[src/rtl/bldc_six_step_sensorless_commutator_top_assert.svh]
// Assertion macros for the six-step commutator
`ifndef BLDC_SIX_STEP_SENSORLESS_COMMUTATOR_TOP_ASSERT_SVH
`define BLDC_SIX_STEP_SENSORLESS_COMMUTATOR_TOP_ASSERT_SVH

// antecedent implies consequent in the same cycle
`define BSSC_ASSERT_IMPLY(label, clk, rst_n, ante, cons, msg) \
    label: assert property (@(posedge clk) disable iff (!rst_n) (ante) |-> (cons)) \
        else $error(msg);

// antecedent implies consequent in the next cycle
`define BSSC_ASSERT_NEXT(label, clk, rst_n, ante, cons, msg) \
    label: assert property (@(posedge clk) disable iff (!rst_n) (ante) |=> (cons)) \
        else $error(msg);

`endif

[src/rtl/bssc_pkg.sv]
// Shared types, codes and constants for the six-step commutator
package bssc_pkg;

    localparam int ADC_BITS = 10;
    localparam int SUM_W    = ADC_BITS + 2;

    localparam logic [1:0] OP_TICK   = 2'd0;
    localparam logic [1:0] OP_SAMPLE = 2'd1;
    localparam logic [1:0] OP_START  = 2'd2;

    localparam int CFG_IDX_W = 3;
    localparam logic [CFG_IDX_W-1:0] REG_START_PERIOD = 3'd0;
    localparam logic [CFG_IDX_W-1:0] REG_RAMP_STEP    = 3'd1;
    localparam logic [CFG_IDX_W-1:0] REG_MIN_PERIOD   = 3'd2;
    localparam logic [CFG_IDX_W-1:0] REG_CROSS_LIMIT  = 3'd3;
    localparam logic [CFG_IDX_W-1:0] REG_REVERSE      = 3'd4;

    localparam logic [15:0] START_PERIOD_RST = 16'd400;
    localparam logic [15:0] RAMP_STEP_RST    = 16'd40;
    localparam logic [15:0] MIN_PERIOD_RST   = 16'd80;
    localparam logic [7:0]  CROSS_LIMIT_RST  = 8'd10;
    localparam logic [15:0] PERIOD_RST       = 16'd10000;

    localparam logic [2:0] STEP_LAST = 3'd5;

    localparam logic signed [15:0] CNT_MAX = 16'sh7FFF;
    localparam logic signed [15:0] CNT_MIN = 16'sh8000;

    localparam logic [1:0] DRV_OFF  = 2'd0;
    localparam logic [1:0] DRV_HIGH = 2'd1;
    localparam logic [1:0] DRV_LOW  = 2'd2;

    typedef enum logic [1:0] {
        MODE_STOPPED = 2'd0,
        MODE_OPEN    = 2'd1,
        MODE_TRANS   = 2'd2,
        MODE_CLOSED  = 2'd3
    } mode_t;

    typedef struct packed {
        logic [1:0] a;
        logic [1:0] b;
        logic [1:0] c;
    } drive_set_t;

    typedef struct packed {
        logic [1:0]          opcode;
        logic [ADC_BITS-1:0] volt_a;
        logic [ADC_BITS-1:0] volt_b;
        logic [ADC_BITS-1:0] volt_c;
    } item_t;

    typedef struct packed {
        logic [15:0] start_period;
        logic [15:0] ramp_step;
        logic [15:0] min_period;
        logic [7:0]  crossing_limit;
        logic        reverse_direction;
    } cfg_t;

    typedef struct packed {
        logic [2:0]  step;
        drive_set_t  drive;
        logic [15:0] period;
        mode_t       mode;
        logic        commutated;
    } result_t;

    function automatic drive_set_t drive_lookup(input logic [2:0] step, input mode_t mode);
        drive_set_t d;
        d = '{a: DRV_OFF, b: DRV_OFF, c: DRV_OFF};
        if (mode != MODE_STOPPED)
        begin
            case (step)
                3'd0: d = '{a: DRV_HIGH, b: DRV_LOW,  c: DRV_OFF};
                3'd1: d = '{a: DRV_HIGH, b: DRV_OFF,  c: DRV_LOW};
                3'd2: d = '{a: DRV_OFF,  b: DRV_HIGH, c: DRV_LOW};
                3'd3: d = '{a: DRV_LOW,  b: DRV_HIGH, c: DRV_OFF};
                3'd4: d = '{a: DRV_LOW,  b: DRV_OFF,  c: DRV_HIGH};
                3'd5: d = '{a: DRV_OFF,  b: DRV_LOW,  c: DRV_HIGH};
                default: d = '{a: DRV_OFF, b: DRV_OFF, c: DRV_OFF};
            endcase
        end
        return d;
    endfunction

endpackage

[src/rtl/bssc_cfg_regs.sv]
// Configuration register file for the six-step commutator
module bssc_cfg_regs (
    input  logic                           clk,
    input  logic                           rst_n,
    input  logic                           cfg_valid,
    output logic                           cfg_ready,
    input  logic [bssc_pkg::CFG_IDX_W-1:0] cfg_index,
    input  logic [15:0]                    cfg_data,
    output bssc_pkg::cfg_t                 cfg
);

    bssc_pkg::cfg_t cfg_reg;
    bssc_pkg::cfg_t cfg_next;
    logic           wr_en;

    assign cfg_ready = 1'b1;
    assign wr_en     = cfg_valid && cfg_ready;

    always_comb
    begin
        cfg_next = cfg_reg;
        if (wr_en)
        begin
            case (cfg_index)
                bssc_pkg::REG_START_PERIOD: cfg_next.start_period      = cfg_data;
                bssc_pkg::REG_RAMP_STEP:    cfg_next.ramp_step         = cfg_data;
                bssc_pkg::REG_MIN_PERIOD:   cfg_next.min_period        = cfg_data;
                bssc_pkg::REG_CROSS_LIMIT:  cfg_next.crossing_limit    = cfg_data[7:0];
                bssc_pkg::REG_REVERSE:      cfg_next.reverse_direction = cfg_data[0];
                default:                    cfg_next = cfg_reg;
            endcase
        end
    end

    always_ff @(posedge clk or negedge rst_n)
    begin
        if (!rst_n)
        begin
            cfg_reg.start_period      <= bssc_pkg::START_PERIOD_RST;
            cfg_reg.ramp_step         <= bssc_pkg::RAMP_STEP_RST;
            cfg_reg.min_period        <= bssc_pkg::MIN_PERIOD_RST;
            cfg_reg.crossing_limit    <= bssc_pkg::CROSS_LIMIT_RST;
            cfg_reg.reverse_direction <= 1'b0;
        end
        else
        begin
            cfg_reg <= cfg_next;
        end
    end

    assign cfg = cfg_reg;

endmodule

[src/rtl/bssc_commutate.sv]
// Commutation state and per-item next-state logic
`include "bldc_six_step_sensorless_commutator_top_assert.svh"

module bssc_commutate (
    input  logic              clk,
    input  logic              rst_n,
    input  logic              fire,
    input  bssc_pkg::item_t   item,
    input  bssc_pkg::cfg_t    cfg,
    output bssc_pkg::result_t result
);

    logic [2:0]            step_reg;
    logic [2:0]            step_next;
    bssc_pkg::mode_t       mode_reg;
    bssc_pkg::mode_t       mode_next;
    logic [15:0]           period_reg;
    logic [15:0]           period_next;
    logic signed [15:0]    agree_reg;
    logic signed [15:0]    agree_next;
    logic                  did;

    logic [2:0]                  step_adv;
    logic [bssc_pkg::SUM_W-1:0]  sum;
    logic [bssc_pkg::SUM_W-1:0]  tri_a;
    logic [bssc_pkg::SUM_W-1:0]  tri_b;
    logic [bssc_pkg::SUM_W-1:0]  tri_c;
    logic                        agree;
    logic signed [15:0]          agree_step;
    logic signed [15:0]          limit_ext;

    always_comb
    begin
        if (cfg.reverse_direction)
        begin
            step_adv = (step_reg == 3'd0 || step_reg > bssc_pkg::STEP_LAST) ?
                       bssc_pkg::STEP_LAST : step_reg - 3'd1;
        end
        else
        begin
            step_adv = (step_reg >= bssc_pkg::STEP_LAST) ? 3'd0 : step_reg + 3'd1;
        end
    end

    assign sum   = bssc_pkg::SUM_W'(item.volt_a) + bssc_pkg::SUM_W'(item.volt_b)
                 + bssc_pkg::SUM_W'(item.volt_c);
    assign tri_a = {1'b0, item.volt_a, 1'b0} + bssc_pkg::SUM_W'(item.volt_a);
    assign tri_b = {1'b0, item.volt_b, 1'b0} + bssc_pkg::SUM_W'(item.volt_b);
    assign tri_c = {1'b0, item.volt_c, 1'b0} + bssc_pkg::SUM_W'(item.volt_c);

    always_comb
    begin
        case (step_reg)
            3'd0:    agree = tri_c < sum;
            3'd1:    agree = tri_b > sum;
            3'd2:    agree = tri_a < sum;
            3'd3:    agree = tri_c > sum;
            3'd4:    agree = tri_b < sum;
            3'd5:    agree = tri_a > sum;
            default: agree = 1'b0;
        endcase
    end

    always_comb
    begin
        if (agree)
        begin
            agree_step = (agree_reg == bssc_pkg::CNT_MAX) ? agree_reg : agree_reg + 16'sd1;
        end
        else
        begin
            agree_step = (agree_reg == bssc_pkg::CNT_MIN) ? agree_reg : agree_reg - 16'sd1;
        end
    end

    assign limit_ext = $signed({8'd0, cfg.crossing_limit});

    // next state
    always_comb
    begin
        step_next   = step_reg;
        mode_next   = mode_reg;
        period_next = period_reg;
        agree_next  = agree_reg;
        did         = 1'b0;
        case (item.opcode)
            bssc_pkg::OP_TICK:
            begin
                if (mode_reg == bssc_pkg::MODE_OPEN)
                begin
                    if (period_reg > cfg.min_period)
                    begin
                        period_next = (period_reg > cfg.ramp_step) ?
                                      period_reg - cfg.ramp_step : 16'd0;
                    end
                    else
                    begin
                        mode_next = bssc_pkg::MODE_TRANS;
                    end
                    step_next = step_adv;
                    did       = 1'b1;
                end
                else if (mode_reg == bssc_pkg::MODE_TRANS)
                begin
                    step_next = step_adv;
                    did       = 1'b1;
                end
            end
            bssc_pkg::OP_SAMPLE:
            begin
                if (mode_reg == bssc_pkg::MODE_TRANS || mode_reg == bssc_pkg::MODE_CLOSED)
                begin
                    agree_next = agree_step;
                    if (agree_step > limit_ext)
                    begin
                        agree_next = 16'sd0;
                        mode_next  = bssc_pkg::MODE_CLOSED;
                        step_next  = step_adv;
                        did        = 1'b1;
                    end
                end
            end
            bssc_pkg::OP_START:
            begin
                period_next = cfg.start_period;
                mode_next   = bssc_pkg::MODE_OPEN;
            end
            default:
            begin
                did = 1'b0;
            end
        endcase
    end

    // outputs
    always_comb
    begin
        result.step       = step_next;
        result.drive      = bssc_pkg::drive_lookup(step_next, mode_next);
        result.period     = period_next;
        result.mode       = mode_next;
        result.commutated = did;
    end

    always_ff @(posedge clk or negedge rst_n)
    begin
        if (!rst_n)
        begin
            step_reg   <= 3'd0;
            mode_reg   <= bssc_pkg::MODE_STOPPED;
            period_reg <= bssc_pkg::PERIOD_RST;
            agree_reg  <= 16'sd0;
        end
        else if (fire)
        begin
            step_reg   <= step_next;
            mode_reg   <= mode_next;
            period_reg <= period_next;
            agree_reg  <= agree_next;
        end
    end

    `BSSC_ASSERT_IMPLY(a_step_range, clk, rst_n, 1'b1, step_reg <= bssc_pkg::STEP_LAST,
        "step out of range")
    `BSSC_ASSERT_IMPLY(a_did_moves_step, clk, rst_n, fire && did, step_next != step_reg,
        "commutation without step change")
    `BSSC_ASSERT_NEXT(a_no_restop, clk, rst_n, mode_reg != bssc_pkg::MODE_STOPPED,
        mode_reg != bssc_pkg::MODE_STOPPED, "mode fell back to stopped")
    `BSSC_ASSERT_NEXT(a_hold_idle, clk, rst_n, !fire,
        $stable(period_reg) && $stable(step_reg) && $stable(agree_reg),
        "state changed without an item")

endmodule

[src/rtl/bldc_six_step_sensorless_commutator_top.sv]
// Top level of the six-step sensorless BLDC commutator
//
// Channels: items enter on in_valid/in_stall with opcode (tick, sample, start)
// and three phase voltage codes; one result leaves per item on
// out_valid/out_stall carrying step, phase drives, timer period, mode and a
// commutation flag. Registers are written on cfg_valid/cfg_ready (always
// ready) with cfg_index selecting start_period, ramp_step, min_period,
// crossing_limit or reverse_direction.
// An accepted beat waits in the input register; its result is then captured
// in the result register for out_valid. Throughput: one item per cycle while
// out_stall is low, through a single stage of compare and counter logic.
// Stall: while out_stall holds a pending result, the item in the input
// register waits and in_stall rises; a new beat is still taken whenever the
// input register moves on in the same cycle.
// Reset: mode stopped, step 0, period 10000, agreement count 0, registers at
// their defaults, both pipeline registers empty.
module bldc_six_step_sensorless_commutator_top (
    input  logic                          clk,
    input  logic                          rst_n,
    input  logic                          in_valid,
    output logic                          in_stall,
    input  logic [1:0]                    opcode,
    input  logic [bssc_pkg::ADC_BITS-1:0] volt_a,
    input  logic [bssc_pkg::ADC_BITS-1:0] volt_b,
    input  logic [bssc_pkg::ADC_BITS-1:0] volt_c,
    output logic                          out_valid,
    input  logic                          out_stall,
    output logic [2:0]                    step_now,
    output logic [1:0]                    drive_a,
    output logic [1:0]                    drive_b,
    output logic [1:0]                    drive_c,
    output logic [15:0]                   timer_period,
    output logic [1:0]                    mode_now,
    output logic                          commutated,
    input  logic                          cfg_valid,
    output logic                          cfg_ready,
    input  logic [bssc_pkg::CFG_IDX_W-1:0] cfg_index,
    input  logic [15:0]                   cfg_data
);

    bssc_pkg::cfg_t    cfg;
    bssc_pkg::item_t   item_reg;
    bssc_pkg::item_t   item_next;
    logic              item_valid_reg;
    logic              item_valid_next;
    bssc_pkg::result_t result;
    bssc_pkg::result_t result_reg;
    bssc_pkg::result_t result_next;
    logic              out_valid_reg;
    logic              out_valid_next;
    logic              advance;
    logic              fire;
    logic              accept;

    bssc_cfg_regs u_cfg (
        .clk       (clk),
        .rst_n     (rst_n),
        .cfg_valid (cfg_valid),
        .cfg_ready (cfg_ready),
        .cfg_index (cfg_index),
        .cfg_data  (cfg_data),
        .cfg       (cfg)
    );

    bssc_commutate u_comm (
        .clk    (clk),
        .rst_n  (rst_n),
        .fire   (fire),
        .item   (item_reg),
        .cfg    (cfg),
        .result (result)
    );

    assign advance  = !out_valid_reg || !out_stall;
    assign fire     = item_valid_reg && advance;
    assign in_stall = item_valid_reg && !advance;
    assign accept   = in_valid && !in_stall;

    always_comb
    begin
        item_next       = item_reg;
        item_valid_next = item_valid_reg;
        if (accept)
        begin
            item_next       = '{opcode: opcode, volt_a: volt_a, volt_b: volt_b, volt_c: volt_c};
            item_valid_next = 1'b1;
        end
        else if (fire)
        begin
            item_valid_next = 1'b0;
        end
    end

    always_comb
    begin
        result_next    = result_reg;
        out_valid_next = out_valid_reg && out_stall;
        if (fire)
        begin
            result_next    = result;
            out_valid_next = 1'b1;
        end
    end

    always_ff @(posedge clk or negedge rst_n)
    begin
        if (!rst_n)
        begin
            item_valid_reg <= 1'b0;
            out_valid_reg  <= 1'b0;
        end
        else
        begin
            item_valid_reg <= item_valid_next;
            out_valid_reg  <= out_valid_next;
        end
    end

    always_ff @(posedge clk)
    begin
        item_reg   <= item_next;
        result_reg <= result_next;
    end

    assign out_valid    = out_valid_reg;
    assign step_now     = result_reg.step;
    assign drive_a      = result_reg.drive.a;
    assign drive_b      = result_reg.drive.b;
    assign drive_c      = result_reg.drive.c;
    assign timer_period = result_reg.period;
    assign mode_now     = result_reg.mode;
    assign commutated   = result_reg.commutated;

endmodule

[config.mk]
export PLATFORM = sky130hd
export DESIGN_NAME = bldc_six_step_sensorless_commutator_top
export DESIGN_NICKNAME = d
export VERILOG_FILES = /design/src/rtl/bssc_pkg.sv /design/src/rtl/bssc_cfg_regs.sv /design/src/rtl/bssc_commutate.sv /design/src/rtl/bldc_six_step_sensorless_commutator_top.sv
export VERILOG_INCLUDE_DIRS = /design/src /design/src/rtl
export SDC_FILE = /design/constraint.sdc
export NUM_CORES = 1
export LEC_CHECK = 0
export BUFFER_PORTS_ARGS = -buffer_cell sky130_fd_sc_hd__buf_4
export CAP_MARGIN = 30
export CORE_MARGIN = 8
export CORE_UTILIZATION = 28
export DETAILED_ROUTE_END_ITERATION = 8
export GPL_TIMING_DRIVEN = 0
export PLACE_DENSITY = 0.51
export SETUP_SLACK_MARGIN = 0.02
export SLEW_MARGIN = 20
export SYNTH_ARGS = -nofsm -noshare
export SYNTH_HDL_FRONTEND = slang
export SYNTH_SLANG_ARGS = --single-unit
[constraint.sdc]
create_clock -name clk -period 8.01 [get_ports clk]
set_input_delay 0.4005 -clock clk [delete_from_list [all_inputs] [get_ports clk]]
set_output_delay 0.4005 -clock clk [all_outputs]
set_load 0.02 [all_outputs]
==> impl_metrics.toml, run 1 <==
[status]
status = "complete, no violations"

[cts]
clockRootBuffer = "clkbuf_16"
cts_buffers = 17
cts_buffer_depth = 2
htreeDepth = 4
clock-sinks = 156
insertion_delay_ns = 0.46
path_clk_slew_ns = 0.07
tritoncts = "yes"

[floorplanning]
initial_core_util_pct = 28.4
rows = 73
io_pins = 87
die_h_um = 217
dieArea_um2 = 47100
core-area_um2 = 39800
die-width_um = 217

[worst_setup_path]
critPathMostFrequentCell = "buf_4"
cp.required_ns = 8.20
cp_slowest_cell = "or4b_4"
cp_data_arrival_time_ns = 7.84
rrSetupSlack_ns = 0.37
critical_path_class = "reg2reg"
startpoint_type = "flip-flop"
r2r_cells = 39
max_stage_delay_ns = 0.50
r2r-end = "drive_b[1]"
r2r_start = "item_reg[11]"
cp_max_fo = 7
endpoint_kind = "flip-flop"

[timing]
holdWs_ns = 0.122
tightest_slew_ns = 0.893
finalSetupViolCount = 0
post-route-period-util_pct = 95.4
slew_headroom_pct = 40.1
drv_slew = 0
final-hold-violation-count = 0
fin_skew_ns = 0.0246
layout_setup_ws_ns = 0.368
min_period_ns = 7.64
max_freq_ghz = 0.131

[synth]
syn_inst = 1187
synth.avg_cell_area_um2 = 9.54
synth_seq_area_share_pct = 37.3
synthFlopType = "dfrtp_1"
netlist_area_um2 = 11300
synth.area.top_cells = "dfrtp_1, edfxtp_1, ha_1, o21ai_0, xnor2_1"
yosysWarnings = 0
synthArstFlopShare_pct = 61.5
synth-edff-count = 60
synth_cell_types = 83
syn_nets = 1382
synth_top_area_share_pct = 18.1
ys_ff_latch = 156
yosysTopAreaCell = "dfrtp_1"

[hold_path]
whs_endpoint = "item_reg[21]"
min_from = "volt_a[1]"
holdPathStages = 1
hold_path.class = "in2reg"

[routing]
wl_per_cell_um = 17.1
drtIter0Drc = 492
ant_nets = 0
vias = 9195
route.detailed.drc = 0
wl_um = 31900
vias_per_cell = 4.93
first_pass_iters = 5

[global_routing]
grt_antenna_before_repair = 0
grt_util_all_layers_pct = 13.6
grt_max_degree = 97
grt_pass1_vias = 9368
grt_pass1_wl_um = 50700
overflow = 0

[power]
powerDensity_nw_per_um2 = 366
irDropWorstVdd_mv = 0.186
p_leak_nw = 6.13

[finish]
diodes = 0
drive_gt1_share_pct = 20.6
post-route-util_pct = 35.0
register_area_um2 = 4220
multi_input_area_um2 = 7000
n_fill_cell = 4121
largest_reg_flops = 57
layout.nets = 1524
synthToLayoutAreaGrowth_pct = 23.0

[placed_design]
post-place-ws_ns = -1.27
io_buffers = 85
dpl.hpwl_um = 24200
gp_congestion = 0.872

[job]
maxCapViolCount = 0
how the worst max path moves through the flow:
stage	start	to	slack, ns	depth (start not counted)
floorplan	item_reg[10]	drive_c[1]	0.51	39
global placement	item_reg[10]	drive_c[1]	-1.28	37
detailed placement	item_reg[10]	drive_b[0]	-1.27	37
CTS	item_reg[10]	drive_c[1]	0.02	42
global route	item_reg[20]	drive_b[1]	-0.02	39
finish	item_reg[11]	drive_b[1]	0.37	39
through the flow:
step	TNS [ns]	std cells	cell area, µm²	total power, mW
after CTS	0	1843	13500	4.90
after floorplan	0	1187	11300	3.11
after detailed placement	-20.29	1799	12700	3.82
after global routing	-0.0385	1867	13900	5.53
final	0	1867	13900	5.11
after global placement	-22.01	1797	12600	3.78
where the power goes:
part	internal, mW	switching (mW)
combinational	1.32	1.74
clock	0.471	0.365
sequential	1.06	0.141
total	2.86	2.25
cell families (layout without fill, tap and decap cells):
kind of cell | Yosys count | after routing | share of synthesized area [%]
mux | 40 | 40 | 3.98
buf+inv | 123 | 278 | 4.22
fa+ha+maj | 144 | 144 | 16.2
xor+xnor | 70 | 70 | 5.48
simple gates | 335 | 335 | 14.6
flops | 156 | 156 | 37.3
compound gates | 318 | 318 | 18.2
other cells | 1 | 1 | 0.0331
layer usage:
| metal | wire length [µm] | track usage (%) | up-vias |
|---|---|---|---|
| met5 | 0 | 0 | - |
| met4 | 426 | 3.47 | 0 |
| met3 | 1120 | 2.72 | 32 |
| met2 | 15400 | 22.8 | 167 |
| met1 | 14900 | 17.7 | 4422 |
| li1 | - | - | 4574 |
layout make-up:
class	instances	share of cell area, %
sequential	156	30.3
tap	525	4.71
clock inverter	12	0.979
timing repair buffer	124	7.13
clock buffer	20	3.21
multi-input combinational	908	50.2
buffer	34	1.05
inverter	88	2.39
critical path: cells and delay by family (launching register included):
family | cells | cell delay (ns)
flip-flops | 1 | 0.46
buffers and inverters | 5 | 0.80
multiplexers | 2 | 0.54
XOR/XNOR | 3 | 0.38
adder cells (fa/ha/maj) | 4 | 1.22
AND/OR/NAND/NOR | 12 | 1.71
AO/OA/AOI/OAI | 13 | 2.23
synthesized netlist by cell type, drive strengths merged (6+ instances only):
cell,instances
a22o,11
buf,8
nand4,21
dfrtp,82
a211oi,11
o31ai,11
ha,133
a21o,40
a21boi,7
o21ai,103
nand2,101
mux2,30
nand3,24
nor2,76
clkbuf,27
o21bai,9
o21a,6
a21oi,67
a22oi,15
or3,9
dfstp,14
fa,6
xor2,26
edfxtp,60
nand2b,19
mux2i,10
and3,8
inv,86
nor3,27
a31oi,7
nor2b,22
xnor2,44
repair_timing:
item / 4_1_cts / 5_1_grt
hold buffers: 0 / 1
buffers inserted: 13 / 22
endpoints found under the hold margin: 0 / 27
gates cloned: 0 / 0
pin swaps: 15 / 38
setup endpoints to repair: 31 / 29
gates resized for setup: 36 / 46
cell usage in the layout, fill, tap and decap left out, types with 5 or more instances in the layout:
cell type	count
a22o_1	11
inv_1	84
clkbuf_16	17
dfrtp_1	82
a21oi_2	8
a31oi_1	5
or3_1	9
nor3_1	20
nor2b_1	22
a22oi_1	15
and3_1	8
edfxtp_1	60
nor3_2	7
nor2_1	69
o21bai_1	9
a21oi_1	55
ha_1	127
o21ai_1	7
fa_1	5
clkbuf_1	27
nand4_1	21
xnor2_1	41
a21o_1	40
mux2i_1	8
xor2_1	23
nand3_1	23
nand2_1	98
o21ai_0	93
mux2_2	28
o21a_1	6
o31ai_1	10
nand2b_1	19
dfstp_2	14
a211oi_1	8
buf_4	120
Note: power is estimated with default switching activity, not from simulation.
==> run 2, diff against run 1 <==
Settings changed: PLACE_DENSITY 0.51 to 0.49.
Clock period 8.01 ns to 8.1 ns, I/O delays scaled along.
==> impl_metrics.toml, run 2 (synthesis gave the netlist of run 1 again) <==
[worst_setup_path]
cp_slowest_cell = "edfxtp_1"
cp-startpoint = "item_reg[11]"
endpoint_kind = "flip-flop"
cp_data_arrival_time_ns = 7.99
r2r_cells = 40
critPathMostFrequentCell = "nand2_1"
max_stage_delay_ns = 0.46
cp.required_ns = 8.30
rrSetupSlack_ns = 0.32
r2r_start = "item_reg[11]"
critPathCapture = "drive_c[1]"
critical_path_class = "reg2reg"
cp_max_fo = 5
startpoint_type = "flip-flop"
r2r-end = "drive_c[1]"

[routing]
first_pass_iters = 5
vias = 9108
wl_per_cell_um = 17.2
drtIter0Drc = 455
route.detailed.drc = 0
ant_nets = 0
wl_um = 31900
vias_per_cell = 4.90

[finish]
layout_commonest_cell = "ha_1"
layout_common_cells = "ha_1, buf_4, nand2_1"
layout.nets = 1515
diodes = 0
post-route-util_pct = 34.7
final_cells = 1858
design_area_um2 = 13800
synthToLayoutAreaGrowth_pct = 22.1
largest_reg_flops = 57
drive_gt1_share_pct = 19.6

[placed_design]
io_buffers = 85
dp.cells = 1800
placed_area_um2 = 12700
dpl.hpwl_um = 24200
post-place-ws_ns = -1.41
gp_congestion = 0.846

[timing]
post-route-period-util_pct = 96.1
slew_headroom_pct = 40.5
final-hold-violation-count = 0
drv_slew = 0
fin_skew_ns = 0.0175
tightest_slew_ns = 0.889
max_freq_ghz = 0.128
holdWs_ns = 0.129
finalSetupViolCount = 0
min_period_ns = 7.78
layout_setup_ws_ns = 0.315
finalSetupTns_ns = 0

[floorplanning]
core-area_um2 = 39800
initial_core_util_pct = 28.4
io_pins = 87
die-width_um = 217
dieArea_um2 = 47100
rows = 73
die_h_um = 217

[global_routing]
grt_max_degree = 97
overflow = 0
grt_pass1_vias = 9236
grt_antenna_before_repair = 0
grt_util_all_layers_pct = 13.5
grt_pass1_wl_um = 50000

[cts]
clockRootBuffer = "clkbuf_16"
clock-sinks = 156
htreeDepth = 4
insertion_delay_ns = 0.45
path_clk_slew_ns = 0.07
tritoncts = "yes"
cts_buffer_depth = 2
cts_buffers = 17

[power]
powerDensity_nw_per_um2 = 357
p_leak_nw = 6.07
p_total_mw = 4.93
irDropWorstVdd_mv = 0.159

[job]
maxCapViolCount = 0

[hold_path]
hold_path.class = "in2reg"

[status]
status = "complete, no violations"
-- run 2: cell type report --
type                    count  area (µm²)
inverters                  88         333
repair buffers            115         940
clock inverters            14         128
plain buffers              34         146
multi-input cells         908        6970
well taps                 525         657
clock buffers              18         429
flip-flops and latches    156        4220
fillers                  4114       26000
-- run 2: what timing repair did --
item	CTS	global route
pin swaps	12	21
endpoints found under the setup margin	31	24
endpoints found under the hold margin	0	28
resized for setup	30	42
setup buffers	12	13
hold buffers	0	1
-- run 2: report_power, final --
group	internal (mW)	switching, mW
Combinational	1.25	1.71
Clock	0.405	0.381
Sequential	1.05	0.138
Total	2.71	2.22
-- run 2: worst max-delay path, delay by kind of cell, from the launching register on --
kind	cells	cell delay, ns
muxes	1	0.28
xor gates and xnor gates	2	0.28
DFF	1	0.46
adders and majority gates	4	1.27
buffers and inverters	4	0.55
and+or+nand+nor	14	1.65
AOI/OAI and AO/OA	15	3.07
-- run 2: routing by layer --
layer / track usage (%) / part of all wire [%] / up-vias
li1: - / - / 4564
met1: 17.7 / 48 / 4384
met2: 22.4 / 48 / 129
met3: 2.55 / 2.8 / 31
met4: 3.67 / 1.5 / 0
met5: 0 / 0 / -
-- run 2: worst min-delay path by stage --
| stage | startpoint | endpoint | slack, ns | cells after the start |
|---|---|---|---|---|
| 2_1_floorplan | rst_n | item_valid_reg | 0.11 | 0 |
| 6_report | volt_a[0] | item_reg[20] | 0.13 | 1 |
| 4_1_cts | volt_a[0] | item_reg[20] | 0.1 | 1 |
| 5_1_grt | volt_b[1] | item_reg[11] | 0.10 | 1 |
| 3_5_place_dp | item_valid_reg | out_valid | 0.47 | 1 |
| 3_3_place_gp | item_valid_reg | out_valid | 0.48 | 1 |
